File: config.mk
export PLATFORM = sky130hd
export DESIGN_NAME = png_chunk_stream_parser
export DESIGN_NICKNAME = d
export VERILOG_FILES = /design/src/hdl/pcsp_pkg.sv /design/src/hdl/pcsp_core.sv /design/src/hdl/png_chunk_stream_parser.sv
export VERILOG_INCLUDE_DIRS = /design/src /design/src/hdl
export SDC_FILE = /design/constraint.sdc
export NUM_CORES = 1
export LEC_CHECK = 0
export BUFFER_PORTS_ARGS = -buffer_cell sky130_fd_sc_hd__buf_4
export CORE_UTILIZATION = 35
export DETAILED_ROUTE_END_ITERATION = 8
export GPL_TIMING_DRIVEN = 0
export PLACE_DENSITY_LB_ADDON = 0.3
export SETUP_SLACK_MARGIN = 0.4
export SYNTH_ARGS = -nofsm -noshare
export SYNTH_HDL_FRONTEND = slang
export SYNTH_SLANG_ARGS = --single-unit
File: constraint.sdc
create_clock -name clk -period 6.9 [get_ports clk]
set_clock_uncertainty 0.2 [all_clocks]
set_input_delay 1.035 -clock clk [delete_from_list [all_inputs] [get_ports clk]]
set_output_delay 1.035 -clock clk [all_outputs]
set_load 0.05 [all_outputs]
File: src/hdl/assert_macros.svh
// assertion helpers used by the stream parser
`ifndef ASSERT_MACROS_SVH
`define ASSERT_MACROS_SVH

// same-cycle implication, checked outside reset
`define PCSP_ASSERT_IMP(label, clk, rst_n, ante, cons, msg) \
	label: assert property (@(posedge clk) disable iff (!rst_n) (ante) |-> (cons)) \
		else $error(msg);

// next-cycle implication, checked outside reset
`define PCSP_ASSERT_NXT(label, clk, rst_n, ante, cons, msg) \
	label: assert property (@(posedge clk) disable iff (!rst_n) (ante) |=> (cons)) \
		else $error(msg);

`endif

File: src/hdl/pcsp_pkg.sv
`default_nettype none

package pcsp_pkg;

	// kind of each result
	typedef enum logic [1:0] {
		KIND_FRAME     = 2'd0,
		KIND_PAYLOAD   = 2'd1,
		KIND_CHUNK_END = 2'd2
	} pcsp_kind_t;

	// parse status
	typedef enum logic [2:0] {
		ST_RUNNING   = 3'd0,
		ST_OK        = 3'd1,
		ST_BAD_SIG   = 3'd2,
		ST_TRUNCATED = 3'd3,
		ST_SHORT_HDR = 3'd4,
		ST_BAD_DIMS  = 3'd5
	} pcsp_status_t;

	// one result, as produced by the parser core
	typedef struct packed {
		pcsp_kind_t   kind;
		logic [7:0]   payload;
		logic [31:0]  ctype;
		logic [31:0]  clength;
		logic         finished;
		pcsp_status_t status;
		logic [31:0]  width;
		logic [31:0]  height;
	} pcsp_result_t;

endpackage

`default_nettype wire

File: src/hdl/pcsp_core.sv
`default_nettype none

module pcsp_core
	import pcsp_pkg::*;
(
	input  wire logic         clk,
	input  wire logic         arst_n,
	input  wire logic         step_en,
	input  wire logic [7:0]   data_byte,
	input  wire logic         last_byte,
	output pcsp_result_t      result
);

	localparam logic [31:0] TYPE_IHDR = 32'h4948_4452;
	localparam logic [31:0] TYPE_IEND = 32'h4945_4E44;
	localparam logic [31:0] IHDR_MIN  = 32'd13;

	typedef enum logic [2:0] {
		PH_SIG  = 3'd0,
		PH_LEN  = 3'd1,
		PH_TYPE = 3'd2,
		PH_DATA = 3'd3,
		PH_CRC  = 3'd4,
		PH_DONE = 3'd5
	} phase_t;

	phase_t       phase_q, phase_n;
	logic [31:0]  count_q, count_n;
	logic [31:0]  length_q, length_n;
	logic [31:0]  type_q, type_n;
	logic [31:0]  width_q, width_n;
	logic [31:0]  height_q, height_n;
	pcsp_status_t status_q, status_n;
	pcsp_kind_t   kind;
	logic [7:0]   pay;
	logic [31:0]  count_inc;

	// png signature, one byte per position
	function automatic logic [7:0] sig_byte(input logic [2:0] idx);
		logic [7:0] b;
		unique case (idx)
			3'd0: b = 8'h89;
			3'd1: b = 8'h50;
			3'd2: b = 8'h4E;
			3'd3: b = 8'h47;
			3'd4: b = 8'h0D;
			3'd5: b = 8'h0A;
			3'd6: b = 8'h1A;
			default: b = 8'h0A;
		endcase
		return b;
	endfunction

	// both sizes nonzero and below 2^31
	function automatic pcsp_status_t dims_status(input logic [31:0] w, input logic [31:0] h);
		pcsp_status_t s;
		if (w != 32'd0 && h != 32'd0 && !w[31] && !h[31])
			s = ST_OK;
		else
			s = ST_BAD_DIMS;
		return s;
	endfunction

	assign count_inc = count_q + 32'd1;

	// next state for one byte
	always_comb begin
		phase_n  = phase_q;
		count_n  = count_q;
		length_n = length_q;
		type_n   = type_q;
		width_n  = width_q;
		height_n = height_q;
		status_n = status_q;
		kind     = KIND_FRAME;
		pay      = 8'd0;

		unique case (phase_q)
			PH_SIG: begin
				if (data_byte != sig_byte(count_q[2:0])) begin
					phase_n  = PH_DONE;
					status_n = ST_BAD_SIG;
				end else if (count_q[2:0] == 3'd7) begin
					phase_n  = PH_LEN;
					count_n  = 32'd0;
					length_n = 32'd0;
					type_n   = 32'd0;
				end else begin
					count_n = count_inc;
				end
			end
			PH_LEN: begin
				length_n = {length_q[23:0], data_byte};
				if (count_q[1:0] == 2'd3) begin
					phase_n = PH_TYPE;
					count_n = 32'd0;
				end else begin
					count_n = count_inc;
				end
			end
			PH_TYPE: begin
				type_n = {type_q[23:0], data_byte};
				if (count_q[1:0] == 2'd3) begin
					count_n = 32'd0;
					if (length_q == 32'd0) begin
						// zero-length chunk ends on its last type byte
						kind = KIND_CHUNK_END;
						if (type_n == TYPE_IHDR) begin
							phase_n  = PH_DONE;
							status_n = ST_SHORT_HDR;
						end else if (type_n == TYPE_IEND) begin
							phase_n  = PH_DONE;
							status_n = dims_status(width_q, height_q);
						end else begin
							phase_n = PH_CRC;
						end
					end else begin
						phase_n = PH_DATA;
					end
				end else begin
					count_n = count_inc;
				end
			end
			PH_DATA: begin
				kind = KIND_PAYLOAD;
				pay  = data_byte;
				// first eight bytes of a full ihdr carry width then height
				if (type_q == TYPE_IHDR && length_q >= IHDR_MIN && count_q[31:3] == 29'd0) begin
					if (!count_q[2])
						width_n = {width_q[23:0], data_byte};
					else
						height_n = {height_q[23:0], data_byte};
				end
				count_n = count_inc;
				if (count_inc == length_q) begin
					kind    = KIND_CHUNK_END;
					count_n = 32'd0;
					if (type_q == TYPE_IHDR && length_q < IHDR_MIN) begin
						phase_n  = PH_DONE;
						status_n = ST_SHORT_HDR;
					end else if (type_q == TYPE_IEND) begin
						phase_n  = PH_DONE;
						status_n = dims_status(width_n, height_n);
					end else begin
						phase_n = PH_CRC;
					end
				end
			end
			PH_CRC: begin
				if (count_q[1:0] == 2'd3) begin
					phase_n  = PH_LEN;
					count_n  = 32'd0;
					length_n = 32'd0;
					type_n   = 32'd0;
				end else begin
					count_n = count_inc;
				end
			end
			default: begin
			end
		endcase

		// end of file closes an open parse
		if (last_byte && phase_n != PH_DONE) begin
			if (phase_n == PH_SIG)
				status_n = ST_BAD_SIG;
			else if (phase_n == PH_DATA)
				status_n = ST_TRUNCATED;
			else
				status_n = dims_status(width_n, height_n);
			phase_n = PH_DONE;
		end
	end

	// result reflects state after this byte, before any rearm
	always_comb begin
		result.kind     = kind;
		result.payload  = pay;
		result.ctype    = type_n;
		result.clength  = length_n;
		result.finished = (phase_n == PH_DONE);
		result.status   = status_n;
		result.width    = width_n;
		result.height   = height_n;
	end

	// parser state, rearmed after the last byte of a file
	always_ff @(posedge clk or negedge arst_n) begin
		if (!arst_n) begin
			phase_q  <= PH_SIG;
			count_q  <= 32'd0;
			length_q <= 32'd0;
			type_q   <= 32'd0;
			width_q  <= 32'd0;
			height_q <= 32'd0;
			status_q <= ST_RUNNING;
		end else if (step_en) begin
			if (last_byte) begin
				phase_q  <= PH_SIG;
				count_q  <= 32'd0;
				length_q <= 32'd0;
				type_q   <= 32'd0;
				width_q  <= 32'd0;
				height_q <= 32'd0;
				status_q <= ST_RUNNING;
			end else begin
				phase_q  <= phase_n;
				count_q  <= count_n;
				length_q <= length_n;
				type_q   <= type_n;
				width_q  <= width_n;
				height_q <= height_n;
				status_q <= status_n;
			end
		end
	end

endmodule

`default_nettype wire

File: src/hdl/png_chunk_stream_parser.sv
// a byte accepted into the input register reaches the output via the core and the result register
// throughput: one byte per cycle while the result register drains, set by the parser state update
// a held result stalls the input only once the input register is also full
// reset: arst_n clears both stage valids and rearms the parser to the signature
// the parser also rearms on its own after each request flagged last_byte
`default_nettype none

module png_chunk_stream_parser
	import pcsp_pkg::*;
(
	input  wire logic        clk,
	input  wire logic        arst_n,
	input  wire logic        in_valid,
	output logic             in_ready,
	input  wire logic [7:0]  data_byte,
	input  wire logic        last_byte,
	output logic             out_valid,
	input  wire logic        out_ready,
	output logic [1:0]       out_kind,
	output logic [7:0]       payload_byte,
	output logic [31:0]      chunk_type,
	output logic [31:0]      chunk_length,
	output logic             finished,
	output logic [2:0]       status,
	output logic [31:0]      canvas_width,
	output logic [31:0]      canvas_height
);

`include "assert_macros.svh"

	logic         valid_s1;
	logic [7:0]   data_s1;
	logic         last_s1;
	logic         valid_s2;
	pcsp_result_t result_s2;
	pcsp_result_t core_result;
	logic         advance;

	// stage 1 moves on whenever the result register is free or drains
	assign advance  = valid_s1 && (!valid_s2 || out_ready);
	assign in_ready = !valid_s1 || advance;

	// input register
	always_ff @(posedge clk or negedge arst_n) begin
		if (!arst_n) begin
			valid_s1 <= 1'b0;
		end else if (in_ready) begin
			valid_s1 <= in_valid;
		end
	end

	always_ff @(posedge clk) begin
		if (in_ready && in_valid) begin
			data_s1 <= data_byte;
			last_s1 <= last_byte;
		end
	end

	pcsp_core u_core (
		.clk       (clk),
		.arst_n    (arst_n),
		.step_en   (advance),
		.data_byte (data_s1),
		.last_byte (last_s1),
		.result    (core_result)
	);

	// result register
	always_ff @(posedge clk or negedge arst_n) begin
		if (!arst_n) begin
			valid_s2 <= 1'b0;
		end else if (!valid_s2 || out_ready) begin
			valid_s2 <= valid_s1;
		end
	end

	always_ff @(posedge clk) begin
		if (advance)
			result_s2 <= core_result;
	end

	assign out_valid     = valid_s2;
	assign out_kind      = result_s2.kind;
	assign payload_byte  = result_s2.payload;
	assign chunk_type    = result_s2.ctype;
	assign chunk_length  = result_s2.clength;
	assign finished      = result_s2.finished;
	assign status        = result_s2.status;
	assign canvas_width  = result_s2.width;
	assign canvas_height = result_s2.height;

	// checks
	`PCSP_ASSERT_NXT(a_accept_fills_s1, clk, arst_n, in_valid && in_ready, valid_s1,
		"accepted request not held in stage 1")
	`PCSP_ASSERT_IMP(a_no_overrun, clk, arst_n, valid_s1 && valid_s2 && !out_ready, !in_ready,
		"input taken while both stages are full")
	`PCSP_ASSERT_IMP(a_finished_status, clk, arst_n, valid_s2 && finished,
		status != ST_RUNNING, "finished result with running status")
	`PCSP_ASSERT_IMP(a_payload_end, clk, arst_n,
		valid_s2 && finished && out_kind == KIND_PAYLOAD, status == ST_TRUNCATED,
		"parse ended on a plain data byte without truncation")

endmodule

`default_nettype wire
==> flow_summary.yaml <==
clocking:
  cts.clk_slew.worst_paths_ps: 60
  cts_buffer_depth: 3
  cts_tree: "built"
  insertion_delay_ps: 550
  cts_buffers: 38
  cts-root-buf: "clkbuf_16"
  cts_resized: 0
  h-tree-depth: 2
  cts.sinks: 319
  postCtsSetupRepairBufs: 0
  postCtsHoldBufs: 0
place:
  hpwl_um: 32900
  portBuffers: 156
  dp_slack_ps: 1860
  gp_congestion: 0.909
timing:
  post-route-period-util_pct: 73.9
  setup_tns_ps: 0
  fin_ws_ps: 1800
  max_slew.worst_pin.slew_ps: 1190
  slew_violations: 0
  hold_violations: 0
  setup_violations: 0
  relSlewSlack_pct: 19.4
  rsz0062_at_grt: "no"
  min_period_ps: 5100
  max_freq_mhz: 196
synth:
  synth_mux_area_share_pct: 3.12
  synthSimpleGateAreaFrac_pct: 14.6
  synthesis.instances: 1330
  avgSynthCellArea_um2: 11.5
  synth-seq-cells: 319
  seq_area_frac_synth_pct: 57.1
  synth_compound_area_share_pct: 18.7
  synth-xor-area-share_pct: 2.43
  synth.distinct_cells: 85
  async_reset_ff_share_pct: 52.7
  yosysWarnings: 0
  synth_edf_count: 151
  syn_area_um2: 15300
  synth-adder-area-share_pct: 0.645
  synth_top_family_by_area: "compound AO/OA/AOI/OAI gates"
  synth_ff_type: "dfrtp_1"
  syn_nets: 1350
worst_setup_path:
  path_class: "reg -> reg"
  crit_chain: "buf_2 -> clkbuf_1 -> inv_1 -> ha_1 -> xnor2_1 -> a2111oi_0 -> o221ai_1 -> or4_1 -> nor3_1 -> and4bb_2 -> nand4_4 -> a311oi_4 -> nand2b_1 -> o21bai_1 -> a21o_1"
  cpPeakStageDelay_ps: 560
  rrSetupSlack_ps: 1800
  crit_path_end_kind: "flip-flop"
  critPathArrivalTime_ps: 5330
  start_kind: "flip-flop"
  crit_required_ps: 7130
  r2r_end: "u_core.count_q[8]"
  regToRegStartpoint: "u_core.count_q[2]"
  cp_max_fo: 10
  reg2reg_depth: 15
  crit_slowest_cell: "or4_1"
finish:
  mostFrequentLayoutCells: "187 x a22o_1, 168 x dfrtp_1, 156 x buf_4, 151 x edfxtp_1, 143 x nand2_1"
  syn2layout_area_growth_pct: 21.2
  final_net_count: 1548
  nFillCells: 4063
  drive_above_1_share_pct: 18.9
  n_antenna_cell: 0
  final_common_cell: "a22o_1"
global_route:
  grt_pass1_wl_um: 70500
  antenna_found_initial: 0
  grt_usage_pct: 20.5
  grt_pass1_vias: 11600
  grt.overflow.total: 0
  grt_max_degree: 103
routing:
  detail-route-antenna-nets: 0
  drt_iter0_drc: 897
  drc: 0
  avgViaCountPerCell: 5.64
  vias: 12100
  drt_pass1_iterations: 5
  wire_per_inst_um: 21.6
  wl_um: 46200
run_status:
  status: "finished clean"
power:
  p_seq_share_pct: 41.0
  irDropWorstVdd_uv: 162
  p_int_uw: 3670
  p_leak_uw: 0.00785
  clockPowerShare_pct: 38.5
  p_total_uw: 5330
  netSwitchingFraction_pct: 31.0
  power_switching_uw: 1650
  p_comb_share_pct: 20.4
  powerDensity_nw_per_um2: 287
min_path:
  min_path_type: "in -> async"
floorplan:
  core_um2: 43100
  die_y_um: 211
  fp.dieW_um: 211
  start_util_pct: 35.5
  die-area_um2: 44600
  io_pins: 157
  rows: 76
run:
  drv_cap: 0
==> how the worst max path moves through the flow <==
stage	start	to	slack [ps]	cells after the start
floorplan	out_ready	u_core.count_q[8]	1150	7
global placement	out_ready	u_core.count_q[7]	-1020	8
detailed placement	u_core.count_q[2]	u_core.count_q[8]	1860	15
CTS	u_core.count_q[2]	u_core.count_q[8]	1820	15
global route	u_core.count_q[2]	u_core.count_q[23]	1470	17
finish	u_core.count_q[2]	u_core.count_q[8]	1800	15
==> through the flow <==
step                      area (um^2)  cells  hold WS (ps)  util [%]
after floorplan                 15300   1330           250         -
after global placement          17200   2071           270      40.0
after detailed placement        17300   2073           288      40.1
after CTS                       18600   2142           296      43.1
after global routing            18600   2142           315      43.1
final                           18600   2142           261      43.1
==> state kept, by name, summed over array words and instances (netlist names), 2 cells and up <==
signal / cells
canvas_height: 32
canvas_width: 32
chunk_length: 32
chunk_type: 32
u_core.count_q: 32
u_core.height_q: 32
u_core.length_q: 32
u_core.type_q: 32
u_core.width_q: 32
data_s1: 8
payload_byte: 8
status: 3
u_core.phase_q: 3
u_core.status_q: 3
out_kind: 2
==> cell usage after synthesis (all sizes together) (9+ instances only) <==
library cell,n,area (um^2)
a211oi,9,67.6
a21o,12,90.1
a21oi,24,131
a22o,187,1640
a31oi,9,56.3
and3,10,62.6
and4,11,96.3
buf,21,118
clkbuf,79,299
dfrtp,168,4200
edfxtp,151,4530
inv,27,101
mux2,30,338
mux2i,14,140
nand2,143,537
nand2b,9,56.3
nand3,32,165
nand4,23,180
nor2,56,210
nor3,24,136
nor4,42,269
o211ai,9,96.4
o21ai,68,340
o31ai,13,97.6
or3,12,80.1
or4,9,71.3
xnor2,22,193
xor2,18,158
==> area by class of cell <==
cell class | count | area, um^2 | share of cell area (%)
tap | 585 | 732 | 3.94
clock buffer | 49 | 1040 | 5.62
sequential | 319 | 8740 | 47.1
clock inverter | 20 | 239 | 1.29
multi-input combinational | 882 | 6050 | 32.6
inverter | 29 | 114 | 0.613
timing repair buffer | 158 | 1230 | 6.64
buffer | 100 | 417 | 2.24
==> worst max-delay path, delay by kind of cell, from the launching register on <==
| family | cells | cell delay [ps] |
|---|---|---|
| simple gates | 5 | 1650 |
| compound gates | 5 | 1280 |
| flops | 1 | 380 |
| xor+xnor | 1 | 140 |
| buf+inv | 3 | 920 |
| fa+ha+maj | 1 | 420 |
==> layer usage <==
metal	GRT usage, %	wire length [um]
met1	27.6	19800
met5	0	0
met4	6.60	1210
met3	3.93	3060
met2	33.3	22100
==> cell families after synthesis <==
family,count (synthesis)
AOI/OAI and AO/OA,371
adders and majority gates,8
buffers and inverters,129
xor gates and xnor gates,41
and+or+nand+nor,418
DFF,319
muxes,44
==> power groups by stage <==
stage | clock, uW | combinational, uW | sequential (uW)
after global placement | 0 | 1070 | 2240
after detailed placement | 0 | 1090 | 2220
after floorplan | 0 | 528 | 2440
after CTS | 2090 | 1090 | 2190
after global routing | 2170 | 1170 | 2200
final | 2050 | 1090 | 2190
Note: power is estimated with default switching activity, not from simulation.
